[config.mk]
export PLATFORM = sky130hd
export DESIGN_NAME = deadband_pulse_motor_guard_top
export DESIGN_NICKNAME = d
export VERILOG_FILES = /design/src/rtl/core/dpmg_pkg.sv /design/src/rtl/core/dpmg_cfg.sv /design/src/rtl/core/dpmg_monitor.sv /design/src/rtl/core/dpmg_drive.sv /design/src/rtl/core/deadband_pulse_motor_guard_top.sv
export VERILOG_INCLUDE_DIRS = /design/src /design/src/rtl/core
export SDC_FILE = /design/constraint.sdc
export NUM_CORES = 1
export LEC_CHECK = 0
export BUFFER_PORTS_ARGS = -buffer_cell sky130_fd_sc_hd__buf_2
export CORE_UTILIZATION = 50
export DETAILED_ROUTE_END_ITERATION = 10
export PLACE_DENSITY = 0.68
export SLEW_MARGIN = 5
export SYNTH_ARGS = -nofsm -noshare
export SYNTH_HDL_FRONTEND = slang
export SYNTH_HIERARCHICAL = 1
export SYNTH_SLANG_ARGS = --single-unit
[constraint.sdc]
create_clock -name clk -period 13.9 [get_ports clk]
set_clock_uncertainty 0.2 [all_clocks]
set_input_delay 2.78 -clock clk [delete_from_list [all_inputs] [get_ports clk]]
set_output_delay 2.78 -clock clk [all_outputs]
set_load 0.05 [all_outputs]
[src/rtl/core/deadband_pulse_motor_guard_top_macros.svh]
// assertion macros of the deadband pulse motor guard rtl, used by its top level
// needs clk and rst_n in the scope of each use
`ifndef DEADBAND_PULSE_MOTOR_GUARD_TOP_MACROS_SVH
`define DEADBAND_PULSE_MOTOR_GUARD_TOP_MACROS_SVH

// same-cycle implication, checked outside reset
`define DPMG_ASSERT_NOW(lbl, ante, cons, msg) \
    lbl: assert property (@(posedge clk) disable iff (!rst_n) (ante) |-> (cons)) \
        else $error(msg);

// next-cycle implication, checked outside reset
`define DPMG_ASSERT_NEXT(lbl, ante, cons, msg) \
    lbl: assert property (@(posedge clk) disable iff (!rst_n) (ante) |=> (cons)) \
        else $error(msg);

`endif

[src/rtl/core/dpmg_pkg.sv]
// types, codes and constants of the deadband pulse motor guard
// used by every module of the block, no dependencies
package dpmg_pkg;

    localparam int VALUE_WIDTH_DEF = 16;
    localparam int LOW_READING     = 10;
    localparam int STALL_DELTA     = 2;

    localparam int DIR_W   = 2;
    localparam int PULSE_W = 2;
    localparam int PAUSE_W = 6;
    localparam int CNT_W   = 7;
    localparam int ERR_W   = 3;
    localparam int CFG_W   = 7;
    localparam int CFG_IDX_W = 3;

    localparam logic [CNT_W-1:0] CNT_MAX = '1;

    localparam logic [DIR_W-1:0] DIR_LOCKED = 2'd0;
    localparam logic [DIR_W-1:0] DIR_LEFT   = 2'd1;
    localparam logic [DIR_W-1:0] DIR_RIGHT  = 2'd2;

    localparam logic [ERR_W-1:0] ERR_NONE     = 3'd0;
    localparam logic [ERR_W-1:0] ERR_A_LOW    = 3'd1;
    localparam logic [ERR_W-1:0] ERR_B_LOW    = 3'd2;
    localparam logic [ERR_W-1:0] ERR_BOTH_LOW = 3'd3;
    localparam logic [ERR_W-1:0] ERR_STALL    = 3'd4;
    localparam logic [ERR_W-1:0] ERR_OVERTIME = 3'd5;

    localparam logic [CFG_IDX_W-1:0] CFG_DEADBAND  = 3'd0;
    localparam logic [CFG_IDX_W-1:0] CFG_UPPER     = 3'd1;
    localparam logic [CFG_IDX_W-1:0] CFG_LOWER     = 3'd2;
    localparam logic [CFG_IDX_W-1:0] CFG_PULSE     = 3'd3;
    localparam logic [CFG_IDX_W-1:0] CFG_PAUSE     = 3'd4;
    localparam logic [CFG_IDX_W-1:0] CFG_STALL_LIM = 3'd5;
    localparam logic [CFG_IDX_W-1:0] CFG_OVER_LIM  = 3'd6;
    localparam logic [CFG_IDX_W-1:0] CFG_BAD_LIM   = 3'd7;

    typedef struct packed {
        logic [2:0]         deadband;
        logic [2:0]         upper_threshold;
        logic [3:0]         lower_threshold;
        logic [PULSE_W-1:0] pulse_ticks;
        logic [PAUSE_W-1:0] pause_ticks;
        logic [CNT_W-1:0]   stall_limit;
        logic [CNT_W-1:0]   overtime_limit;
        logic [CNT_W-1:0]   bad_reading_limit;
    } cfg_t;

    localparam cfg_t CFG_RESET = '{
        deadband:          3'd0,
        upper_threshold:   3'd4,
        lower_threshold:   4'hc,
        pulse_ticks:       2'd1,
        pause_ticks:       6'd30,
        stall_limit:       7'd10,
        overtime_limit:    7'd99,
        bad_reading_limit: 7'd10
    };

    typedef struct packed {
        logic [DIR_W-1:0]   dir;
        logic [PULSE_W-1:0] pulse_left;
        logic [PAUSE_W-1:0] pause_left;
        logic [CNT_W-1:0]   overtime_count;
        logic [CNT_W-1:0]   stall_count;
        logic [ERR_W-1:0]   error_state;
        logic               fault;
        logic               pulse_on;
    } ctrl_state_t;

    function automatic logic [CNT_W-1:0] inc_sat(input logic [CNT_W-1:0] c);
        return (c != CNT_MAX) ? c + 1'b1 : c;
    endfunction

endpackage

[src/rtl/core/dpmg_cfg.sv]
// configuration registers of the deadband pulse motor guard
// depends on dpmg_pkg
module dpmg_cfg
    import dpmg_pkg::*;
(
    input  logic                 clk,
    input  logic                 rst_n,
    input  logic                 cfg_write,
    input  logic [CFG_IDX_W-1:0] cfg_index,
    input  logic [CFG_W-1:0]     cfg_data,
    output cfg_t                 cfg
);

    cfg_t cfg_reg;
    cfg_t cfg_next;

    always_comb
    begin
        cfg_next = cfg_reg;
        if (cfg_write)
        begin
            unique case (cfg_index)
                CFG_DEADBAND:  cfg_next.deadband          = cfg_data[2:0];
                CFG_UPPER:     cfg_next.upper_threshold   = cfg_data[2:0];
                CFG_LOWER:     cfg_next.lower_threshold   = cfg_data[3:0];
                CFG_PULSE:     cfg_next.pulse_ticks       = cfg_data[PULSE_W-1:0];
                CFG_PAUSE:     cfg_next.pause_ticks       = cfg_data[PAUSE_W-1:0];
                CFG_STALL_LIM: cfg_next.stall_limit       = cfg_data;
                CFG_OVER_LIM:  cfg_next.overtime_limit    = cfg_data;
                CFG_BAD_LIM:   cfg_next.bad_reading_limit = cfg_data;
                default:       cfg_next = cfg_reg;
            endcase
        end
    end

    always_ff @(posedge clk or negedge rst_n)
    begin
        if (!rst_n)
            cfg_reg <= CFG_RESET;
        else
            cfg_reg <= cfg_next;
    end

    assign cfg = cfg_reg;

endmodule

[src/rtl/core/dpmg_monitor.sv]
// low-reading monitor: channel error codes and persistent-fault latch
// depends on dpmg_pkg
module dpmg_monitor
    import dpmg_pkg::*;
#(
    parameter int VALUE_WIDTH = VALUE_WIDTH_DEF
)
(
    input  logic signed [VALUE_WIDTH-1:0] freq_a,
    input  logic signed [VALUE_WIDTH-1:0] freq_b,
    input  logic [CNT_W-1:0]              bad_limit,
    input  ctrl_state_t                   st,
    input  logic [CNT_W-1:0]              bad_count,
    output ctrl_state_t                   st_out,
    output logic [CNT_W-1:0]              bad_count_out
);

    localparam logic signed [VALUE_WIDTH-1:0] LOW_LVL = VALUE_WIDTH'(LOW_READING);

    logic             low_a;
    logic             low_b;
    logic [CNT_W-1:0] cnt_inc;

    assign low_a   = freq_a < LOW_LVL;
    assign low_b   = freq_b < LOW_LVL;
    assign cnt_inc = inc_sat(bad_count);

    always_comb
    begin
        st_out        = st;
        bad_count_out = bad_count;
        if (bad_limit != '0 && (low_a || low_b))
        begin
            bad_count_out = cnt_inc;
            st_out.error_state = (low_a && low_b) ? ERR_BOTH_LOW :
                                 (low_b ? ERR_B_LOW : ERR_A_LOW);
            if (cnt_inc > bad_limit)
            begin
                st_out.fault  = 1'b1;
                bad_count_out = '0;
            end
        end
        else if (bad_count != '0)
        begin
            // good reading ends the episode, also drops a stall or overtime code
            bad_count_out      = '0;
            st_out.error_state = ERR_NONE;
        end
    end

endmodule

[src/rtl/core/dpmg_drive.sv]
// drive controller: deadband lock, hysteresis pulses, stall and overtime checks
// depends on dpmg_pkg
module dpmg_drive
    import dpmg_pkg::*;
#(
    parameter int VALUE_WIDTH = VALUE_WIDTH_DEF
)
(
    input  logic signed [VALUE_WIDTH-1:0] error_value,
    input  cfg_t                          cfg,
    input  ctrl_state_t                   st,
    input  logic [VALUE_WIDTH-1:0]        last_mag,
    output ctrl_state_t                   st_out,
    output logic [VALUE_WIDTH-1:0]        last_mag_out
);

    localparam logic [VALUE_WIDTH-1:0] DELTA = VALUE_WIDTH'(STALL_DELTA);

    logic [VALUE_WIDTH-1:0]        mag;
    logic [VALUE_WIDTH-1:0]        mag_diff;
    logic signed [VALUE_WIDTH-1:0] upper_s;
    logic signed [VALUE_WIDTH-1:0] lower_s;
    logic [VALUE_WIDTH-1:0]        deadband_u;
    logic                          moving;
    logic                          beyond;
    logic                          chan_err;
    logic [CNT_W-1:0]              stall_c;
    logic [VALUE_WIDTH-1:0]        mag_c;
    logic                          stall_trip;
    logic [DIR_W-1:0]              new_dir;
    logic                          start;
    logic [CNT_W-1:0]              over_c;

    // magnitude of the most negative value fits as unsigned
    assign mag        = error_value[VALUE_WIDTH-1] ? (~error_value + 1'b1) : error_value;
    assign mag_diff   = (last_mag > mag) ? (last_mag - mag) : (mag - last_mag);
    assign upper_s    = {{(VALUE_WIDTH-3){1'b0}}, cfg.upper_threshold};
    assign lower_s    = {{(VALUE_WIDTH-4){cfg.lower_threshold[3]}}, cfg.lower_threshold};
    assign deadband_u = {{(VALUE_WIDTH-3){1'b0}}, cfg.deadband};
    assign moving     = st.dir != DIR_LOCKED;
    assign beyond     = error_value >= upper_s || error_value <= lower_s;
    assign chan_err   = st.error_state == ERR_A_LOW || st.error_state == ERR_B_LOW ||
                        st.error_state == ERR_BOTH_LOW;

    // stall tracking on ticks that reach the pulse decision
    always_comb
    begin
        stall_c = st.stall_count;
        mag_c   = last_mag;
        if (cfg.stall_limit != '0 && beyond)
        begin
            if (!moving)
                mag_c = mag;
            else if (mag_diff < DELTA)
                stall_c = inc_sat(st.stall_count);
            else
            begin
                stall_c = '0;
                mag_c   = mag;
            end
        end
    end

    assign stall_trip = cfg.stall_limit != '0 && stall_c > cfg.stall_limit;

    always_comb
    begin
        if (error_value >= upper_s || (error_value > 0 && moving))
            new_dir = DIR_LEFT;
        else if (error_value <= lower_s || (error_value < 0 && moving))
            new_dir = DIR_RIGHT;
        else
            new_dir = DIR_LOCKED;
    end

    assign start  = cfg.pulse_ticks != '0 && new_dir != DIR_LOCKED;
    assign over_c = (start && cfg.overtime_limit != '0) ? inc_sat(st.overtime_count)
                                                       : st.overtime_count;

    always_comb
    begin
        st_out       = st;
        last_mag_out = last_mag;
        if (st.pause_left != '0)
            st_out.pause_left = st.pause_left - 1'b1;
        else if (mag <= deadband_u)
        begin
            if (moving)
            begin
                st_out.overtime_count = '0;
                st_out.stall_count    = '0;
                st_out.pulse_on       = 1'b0;
                st_out.dir            = DIR_LOCKED;
                st_out.pulse_left     = '0;
                st_out.pause_left     = cfg.pause_ticks;
            end
        end
        else if (st.pulse_left != '0)
        begin
            st_out.pulse_left = st.pulse_left - 1'b1;
            if (st.pulse_left == PULSE_W'(1))
            begin
                st_out.pulse_on   = 1'b0;
                st_out.pause_left = cfg.pause_ticks;
            end
        end
        else if (!chan_err)
        begin
            last_mag_out       = mag_c;
            st_out.stall_count = stall_c;
            if (stall_trip)
            begin
                st_out.error_state = ERR_STALL;
                st_out.stall_count = '0;
                st_out.fault       = 1'b1;
            end
            else
            begin
                if (start)
                begin
                    st_out.dir        = new_dir;
                    st_out.pulse_left = cfg.pulse_ticks;
                    st_out.pulse_on   = 1'b1;
                end
                st_out.overtime_count = over_c;
                if (cfg.overtime_limit != '0 && over_c > cfg.overtime_limit)
                begin
                    st_out.error_state    = ERR_OVERTIME;
                    st_out.overtime_count = '0;
                    st_out.fault          = 1'b1;
                end
            end
        end
    end

endmodule

[src/rtl/core/deadband_pulse_motor_guard_top.sv]
// top level of the deadband pulse motor guard: request register, tick state, result
// depends on dpmg_pkg, dpmg_cfg, dpmg_monitor, dpmg_drive and the assertion macros
//
// One request is one control tick. The block takes a request every clock cycle
// while in_stall is low. A request sits in the input register, then the monitor
// and drive logic update the tick state, whose registers are the result.
// The sustained rate is one tick per cycle when out_stall is low, set by the state
// update loop. While a result is stalled one more request is held in the input
// register, then in_stall rises. Configuration is written through cfg_write,
// cfg_index and cfg_data; write it only while idle, since the block itself does
// not enforce this.
`include "deadband_pulse_motor_guard_top_macros.svh"

module deadband_pulse_motor_guard_top
    import dpmg_pkg::*;
#(
    parameter int VALUE_WIDTH = VALUE_WIDTH_DEF
)
(
    input  logic                          clk,
    input  logic                          rst_n,
    input  logic                          cfg_write,
    input  logic [CFG_IDX_W-1:0]          cfg_index,
    input  logic [CFG_W-1:0]              cfg_data,
    input  logic                          in_valid,
    output logic                          in_stall,
    input  logic signed [VALUE_WIDTH-1:0] error_value,
    input  logic signed [VALUE_WIDTH-1:0] freq_a,
    input  logic signed [VALUE_WIDTH-1:0] freq_b,
    input  logic                          restart,
    output logic                          out_valid,
    input  logic                          out_stall,
    output logic                          pulse_active,
    output logic [DIR_W-1:0]              drive_dir,
    output logic                          fault,
    output logic [ERR_W-1:0]              error_code
);

    cfg_t cfg;

    logic                          s1_valid_reg;
    logic                          s1_valid_next;
    logic signed [VALUE_WIDTH-1:0] err_reg;
    logic signed [VALUE_WIDTH-1:0] fa_reg;
    logic signed [VALUE_WIDTH-1:0] fb_reg;
    logic                          restart_reg;
    logic                          out_valid_reg;
    logic                          out_valid_next;
    logic                          advance;
    logic                          take;

    ctrl_state_t            st_reg;
    ctrl_state_t            st_next;
    ctrl_state_t            st_mon;
    ctrl_state_t            st_drv;
    logic [CNT_W-1:0]       bad_reg;
    logic [CNT_W-1:0]       bad_next;
    logic [CNT_W-1:0]       bad_mon;
    logic [VALUE_WIDTH-1:0] mag_reg;
    logic [VALUE_WIDTH-1:0] mag_next;
    logic [VALUE_WIDTH-1:0] mag_drv;

    dpmg_cfg u_cfg (
        .clk       (clk),
        .rst_n     (rst_n),
        .cfg_write (cfg_write),
        .cfg_index (cfg_index),
        .cfg_data  (cfg_data),
        .cfg       (cfg)
    );

    dpmg_monitor #(
        .VALUE_WIDTH (VALUE_WIDTH)
    ) u_monitor (
        .freq_a        (fa_reg),
        .freq_b        (fb_reg),
        .bad_limit     (cfg.bad_reading_limit),
        .st            (st_reg),
        .bad_count     (bad_reg),
        .st_out        (st_mon),
        .bad_count_out (bad_mon)
    );

    dpmg_drive #(
        .VALUE_WIDTH (VALUE_WIDTH)
    ) u_drive (
        .error_value  (err_reg),
        .cfg          (cfg),
        .st           (st_mon),
        .last_mag     (mag_reg),
        .st_out       (st_drv),
        .last_mag_out (mag_drv)
    );

    // result side frees up when empty or taken this cycle
    assign advance  = !out_valid_reg || !out_stall;
    assign in_stall = s1_valid_reg && !advance;
    assign take     = in_valid && !in_stall;

    always_comb
    begin
        if (take)
            s1_valid_next = 1'b1;
        else if (advance)
            s1_valid_next = 1'b0;
        else
            s1_valid_next = s1_valid_reg;
        out_valid_next = advance ? s1_valid_reg : out_valid_reg;
    end

    always_comb
    begin
        st_next  = st_reg;
        bad_next = bad_reg;
        mag_next = mag_reg;
        if (advance && s1_valid_reg)
        begin
            if (restart_reg)
            begin
                // stall count, last magnitude and bad-reading count survive
                st_next.dir            = DIR_LOCKED;
                st_next.pulse_left     = '0;
                st_next.pause_left     = '0;
                st_next.overtime_count = '0;
                st_next.pulse_on       = 1'b0;
                st_next.fault          = 1'b0;
                st_next.error_state    = ERR_NONE;
            end
            else
            begin
                st_next  = st_drv;
                bad_next = bad_mon;
                mag_next = mag_drv;
            end
        end
    end

    always_ff @(posedge clk or negedge rst_n)
    begin
        if (!rst_n)
        begin
            s1_valid_reg  <= 1'b0;
            out_valid_reg <= 1'b0;
            st_reg        <= '0;
            bad_reg       <= '0;
            mag_reg       <= '0;
        end
        else
        begin
            s1_valid_reg  <= s1_valid_next;
            out_valid_reg <= out_valid_next;
            st_reg        <= st_next;
            bad_reg       <= bad_next;
            mag_reg       <= mag_next;
        end
    end

    always_ff @(posedge clk)
    begin
        if (take)
        begin
            err_reg     <= error_value;
            fa_reg      <= freq_a;
            fb_reg      <= freq_b;
            restart_reg <= restart;
        end
    end

    assign out_valid    = out_valid_reg;
    assign pulse_active = st_reg.pulse_on;
    assign drive_dir    = st_reg.dir;
    assign fault        = st_reg.fault;
    assign error_code   = st_reg.error_state;

    `DPMG_ASSERT_NOW(a_pulse_has_dir, st_reg.pulse_on, st_reg.dir != DIR_LOCKED,
        "pulse active while locked")
    `DPMG_ASSERT_NOW(a_pulse_left_on, st_reg.pulse_left != '0, st_reg.pulse_on,
        "pulse countdown running with pulse off")
    `DPMG_ASSERT_NOW(a_pause_no_pulse, st_reg.pause_left != '0, st_reg.pulse_left == '0,
        "pause and pulse countdowns both running")
    `DPMG_ASSERT_NOW(a_motor_fault, st_reg.error_state == ERR_STALL ||
        st_reg.error_state == ERR_OVERTIME, st_reg.fault,
        "stall or overtime code without fault")
    `DPMG_ASSERT_NEXT(a_held_request, s1_valid_reg && !advance, s1_valid_reg,
        "held request dropped")

endmodule
==> results of run 1 <==
-- power breakdown --
| group | internal [mW] | total (mW) | switching [mW] | leakage, nW |
|---|---|---|---|---|
| Sequential | 0.504 | 0.570 | 0.0660 | 1.62 |
| Combinational | 0.337 | 0.783 | 0.446 | 2.98 |
| Clock | 0.254 | 0.456 | 0.202 | 0.278 |
-- final cells by class --
type                            instances  area, µm²  area share
Sequential cell                       140       3760       0.335
Clock inverter                         15        156      0.0139
Clock buffer                           17        425      0.0379
Timing Repair Buffer                   73        375      0.0334
Tap cell                              270        338      0.0301
Multi-Input combinational cell        767       5890       0.524
Inverter                               77        289      0.0257
-- placed cells by master, fill, tap and decap left out, types with 17 or more instances in the layout --
cell type / n
nor2_1: 47
mux2_4: 36
mux2_2: 38
nand4_1: 18
o21ai_0: 60
mux2i_1: 21
ha_1: 78
inv_1: 77
nand3_1: 25
a21oi_1: 61
dfrtp_1: 77
edfxtp_1: 47
clkbuf_16: 17
buf_2: 69
xnor2_1: 29
nand2b_1: 39
nor3_1: 22
nand2_1: 74
-- path summary, 6_finish.rpt --
kind / slack [ns] / to / cells past startpoint / start
hold / removal: 0.29 / out_valid / 1 / s1_valid_reg
min in group asynchronous: 2.10 / mag_reg[7] / 1 / rst_n
hold reg to reg: 0.29 / out_valid / 1 / s1_valid_reg
setup reg to reg: 5.29 / st_reg[5] / 29 / err_reg[0]
max in group asynchronous: 10.20 / u_cfg/cfg[5] / 2 / rst_n
setup / recovery: 5.29 / st_reg[5] / 29 / err_reg[0]
-- critical path, delay by kind of cell, from the launching register on --
kind / cells / cell delay [ns]
AO/OA/AOI/OAI: 13 / 3.28
adder cells (fa/ha/maj): 3 / 0.91
AND/OR/NAND/NOR: 9 / 2.67
flip-flops: 1 / 0.47
multiplexers: 2 / 0.50
XOR/XNOR: 1 / 0.28
buffers and inverters: 1 / 0.26
-- metal layers --
metal	global-route usage	part of all wire	up-vias
met5	0	0	-
met4	0.0797	0.017	0
met3	0.0381	0.042	31
met2	0.361	0.47	226
met1	0.298	0.47	3771
li1	-	-	3853
==> reports/metrics.csv, run 1 <==
stage,metric,value,unit
timing,rsz0062_at_grt,no,
die,start_util,0.512,
cells_and_area,fill_cells,1785,
global_route,antenna_found_initial,0,
cts,numCtsBuffers,17,
pwr,p_leak,4.87,nW
drt,drc,0,
drt,drt_wl_total,23200,µm
outcome,outcome,completed,
cells_and_area,syn_to_final_growth,8.02,%
cts,clkTransAtPathRegs,0.07,ns
cts,cts_tree,done,
worst_setup_path,start_kind,register,
drt,firstDrtPassIters,5,
logic_synthesis,syn_area,0.0104,mm²
placed_design,dp_cells,1327,
timing,worst_pin_slew,1.07,ns
cts,clock_sinks,140,
die,fp.dieArea,0.0214,mm²
logic_synthesis,syn-instance-count,1052,
timing,setup_ws,5.29,ns
cells_and_area,largest_reg_flops,39,
worst_setup_path,cp_max_fo,11,
cts,post_cts_resized,0,
cells_and_area,final_cell_area,0.0112,mm²
pwr,power.total,1.81,mW
die,core-area,0.0203,mm²
timing,hold_viol,0,
cts,root_buffer,clkbuf_16,
timing,setup_tns,0,ns
timing,min_period,8.61,ns
die,design.portCount,73,
cells_and_area,utilization,0.553,
timing,setup_viol,0,
timing,clock.fmax,116,MHz
cts,cts_buffer_depth,2,
die,die_w,146,µm
cells_and_area,antennaDiodeCount,0,
pwr,power.density,161,mW/mm²
placed_design,placed_area,0.0106,mm²
global_route,grt_pass1_vias,7536,
logic_synthesis,synth_nets,1196,
placed_design,place.detailed.hpwl,16800,µm
drt,vias,7881,
flow_run,maxCapViolCount,0,
global_route,grt_max_degree,62,
drt,vias_per_cell,5.80,
global_route,grtUsageTotal,0.222,
cts,post_cts_buffers,0,
timing,relSlewSlack,0.278,
worst_setup_path,cp.arrival,8.77,ns
global_route,grt-ovfl-total,0,
cts,clk_latency,0.43,ns
drt,postRouteAntennaNets,0,
hold_path,worstHoldPathType,register to register,
placed_design,pre_cts_slack,5.49,ns
drt,drt-wirelength-per-cell,17.1,µm
cells_and_area,layout.nets,1220,
worst_setup_path,worstSetupEndpointType,register,
timing,period_share,0.620,
die,fp.dieH,146,µm
placed_design,numPortBuffers,70,
drt,drtIter0Drc,579,
worst_setup_path,critPathRequiredTime,14.06,ns
placed_design,gp_congestion,0.898,
pwr,ir_worst_vdd,0.0957,mV
global_route,grt_pass1_wl,37600,µm
worst_setup_path,critPathKind,register to register,
die,fp-row-count,52,
worst_setup_path,slowest_delay,0.95,ns
worst_setup_path,crit_slowest_cell,o41ai_2,
logic_synthesis,ys_warn_count,6,
timing,hold-worst-slack,0.293,ns
cts,htree_levels,4,
logic_synthesis,avgSynthCellArea,9.88,µm²
cells_and_area,drive_gt1_frac,0.211,
cts,ctsHoldBuffers,0,
cells_and_area,final_cells,1359,
timing,maxSlewViolCount,0,
No activity file was read; power rests on OpenSTA's default activity.
==> inputs of run 2 (changes only) <==
--- a/config.mk
+++ b/config.mk
@@ -6,10 +6,11 @@
 export SDC_FILE = /design/constraint.sdc
 export NUM_CORES = 1
 export LEC_CHECK = 0
+export ABC_AREA = 1
 export BUFFER_PORTS_ARGS = -buffer_cell sky130_fd_sc_hd__buf_2
 export CORE_UTILIZATION = 50
 export DETAILED_ROUTE_END_ITERATION = 10
-export PLACE_DENSITY = 0.68
+export PLACE_DENSITY = 0.7
 export SLEW_MARGIN = 5
 export SYNTH_ARGS = -nofsm -noshare
 export SYNTH_HDL_FRONTEND = slang
==> constraint.sdc (replaced) <==
create_clock -name clk -period 7.4 [get_ports clk]
set_clock_uncertainty 0.2 [all_clocks]
set_input_delay 1.48 -clock clk [delete_from_list [all_inputs] [get_ports clk]]
set_output_delay 1.48 -clock clk [all_outputs]
set_load 0.05 [all_outputs]
==> reports/metrics.csv, run 2 <==
stage,metric,value,unit
timing,hold-worst-slack,0.269,ns
die,fp-row-count,53,
global_route,antenna_found_initial,0,
outcome,outcome,completed,
cts,numCtsBuffers,17,
worst_setup_path,crit_cells,40,
global_route,grt_pass1_wl,43800,µm
worst_setup_path,r2r_end,drive_dir[0],
worst_setup_path,cp.arrival,6.86,ns
timing,rsz0062_at_grt,no,
drt,wl_met2,12200,µm
die,fp.dieArea,0.0226,mm²
global_route,grt_max_degree,73,
drt,vias,9644,
cells_and_area,antennaDiodeCount,0,
cts,cts_buffer_depth,2,
global_route,grt-ovfl-total,0,
cells_and_area,syn_to_final_growth,8.06,%
logic_synthesis,avgSynthCellArea,7.33,µm²
drt,maxUsedRoutingLayer,met4,
cells_and_area,final_common_cell,nand2_1,
worst_setup_path,critPathKind,register to register,
worst_setup_path,cp_max_fo,9,
timing,period_share,0.907,
cells_and_area,largest_reg_flops,39,
drt,wl_met1,12600,µm
cts,clkTransAtPathRegs,0.07,ns
worst_setup_path,r2r_slack,0.69,ns
drt,vias_per_cell,5.30,
cts,cts_tree,done,
cells_and_area,drive_gt1_frac,0.142,
timing,worst_pin_slew,0.955,ns
global_route,grt_pass1_vias,8940,
logic_synthesis,syn-instance-count,1502,
flow_run,maxCapViolCount,0,
cts,htree_levels,4,
cts,clock_sinks,140,
worst_setup_path,rr_worst_depth,40,
timing,relSlewSlack,0.363,
drt,drtIter0Drc,716,
pwr,ir_worst_vdd,0.171,mV
cts,clk_latency,0.43,ns
global_route,grtUsageTotal,0.247,
die,fp.dieH,150,µm
timing,hold_viol,0,
cells_and_area,layout.nets,1675,
worst_setup_path,cp_top_family,simple AND/OR/NAND/NOR gates,
drt,firstDrtPassIters,6,
worst_setup_path,crit_slowest_cell,edfxtp_1,
pwr,p_leak,6.01,nW
worst_setup_path,start_kind,register,
timing,clock.fmax,149,MHz
drt,drt_wl_total,26800,µm
timing,maxSlewViolCount,0,
worst_setup_path,crit_buf_inv,5,
die,core-area,0.0213,mm²
die,die_w,150,µm
logic_synthesis,ys_warn_count,6,
drt,drt-wirelength-per-cell,14.7,µm
logic_synthesis,syn_area,0.0110,mm²
drt,postRouteAntennaNets,0,
logic_synthesis,synth_nets,1646,
drt,drc,0,
cts,post_cts_buffers,0,
placed_design,place.detailed.hpwl,20100,µm
cts,root_buffer,clkbuf_16,
drt,wl_met3,1630,µm
worst_setup_path,slowest_delay,0.48,ns
placed_design,numPortBuffers,70,
worst_setup_path,crit_end,drive_dir[0],
worst_setup_path,worstSetupEndpointType,register,
worst_setup_path,cp_common_cell,nand2_1,
timing,setup_tns,0,ns
timing,setup_viol,0,
die,start_util,0.517,
timing,min_period,6.71,ns
cells_and_area,final_cell_mix,"478 x nand2_1, 188 x inv_1, 112 x nor2_1, 78 x ha_1",
worst_setup_path,r2r_start,err_reg[2],
worst_setup_path,critPathRequiredTime,7.55,ns
placed_design,gp_congestion,0.901,
hold_path,worstHoldPathType,register to register,
die,design.portCount,73,
worst_setup_path,crit_path_start,err_reg[2],
pwr,power.density,305,mW/mm²
run 2: layout make-up:
class | count | area [µm²]
fill | 1995 | 9390
multi-input combinational | 1092 | 6020
sequential | 140 | 3760
inverter | 203 | 767
clock buffer | 18 | 429
timing repair buffer | 77 | 405
tap | 275 | 344
clock inverter | 14 | 169
run 2: metrics by stage:
step                cells  total power, mW  setup WS [ns]  utilization  instance area, µm²
floorplan            1502             2.39           1.66            -               11000
global placement     1787             2.70          0.639        0.530               11300
detailed placement   1787             2.73          0.598        0.530               11300
CTS                  1819             3.63          0.432        0.558               11900
global route         1819             3.91         0.0543        0.559               11900
finish               1819             3.63          0.691        0.559               11900
run 2: what timing repair did:
item,CTS,global route
endpoints found under the setup margin,0,7
resized for setup,0,4
hold buffers,0,0
run 2: layer usage:
metal,track usage,vias up
met5,0,-
met3,0.0370,22
met1,0.347,4439
met4,0.0697,0
met2,0.394,294
li1,-,4889
run 2: how the worst min path moves through the flow:
| stage | start | to | slack [ns] | cells past startpoint |
|---|---|---|---|---|
| floorplan | u_cfg/cfg[26] | u_cfg/cfg[26] | 0.24 | 2 |
| finish | u_cfg/cfg[32] | u_cfg/cfg[32] | 0.27 | 2 |
| global placement | u_cfg/cfg[35] | u_cfg/cfg[35] | 0.25 | 2 |
| global route | u_cfg/cfg[3] | u_cfg/cfg[3] | 0.29 | 2 |
| detailed placement | u_cfg/cfg[3] | u_cfg/cfg[3] | 0.26 | 2 |
| CTS | u_cfg/cfg[32] | u_cfg/cfg[32] | 0.27 | 2 |
run 2: worst min-delay path, delay by kind of cell (launching register included):
kind,cells,cell delay (ns)
AND/OR/NAND/NOR,2,0.10
flip-flops,1,0.36
run 2: power by group:
group / switching (mW) / internal (mW)
Combinational: 1.12 / 0.566
Clock: 0.351 / 0.532
Sequential: 0.123 / 0.945
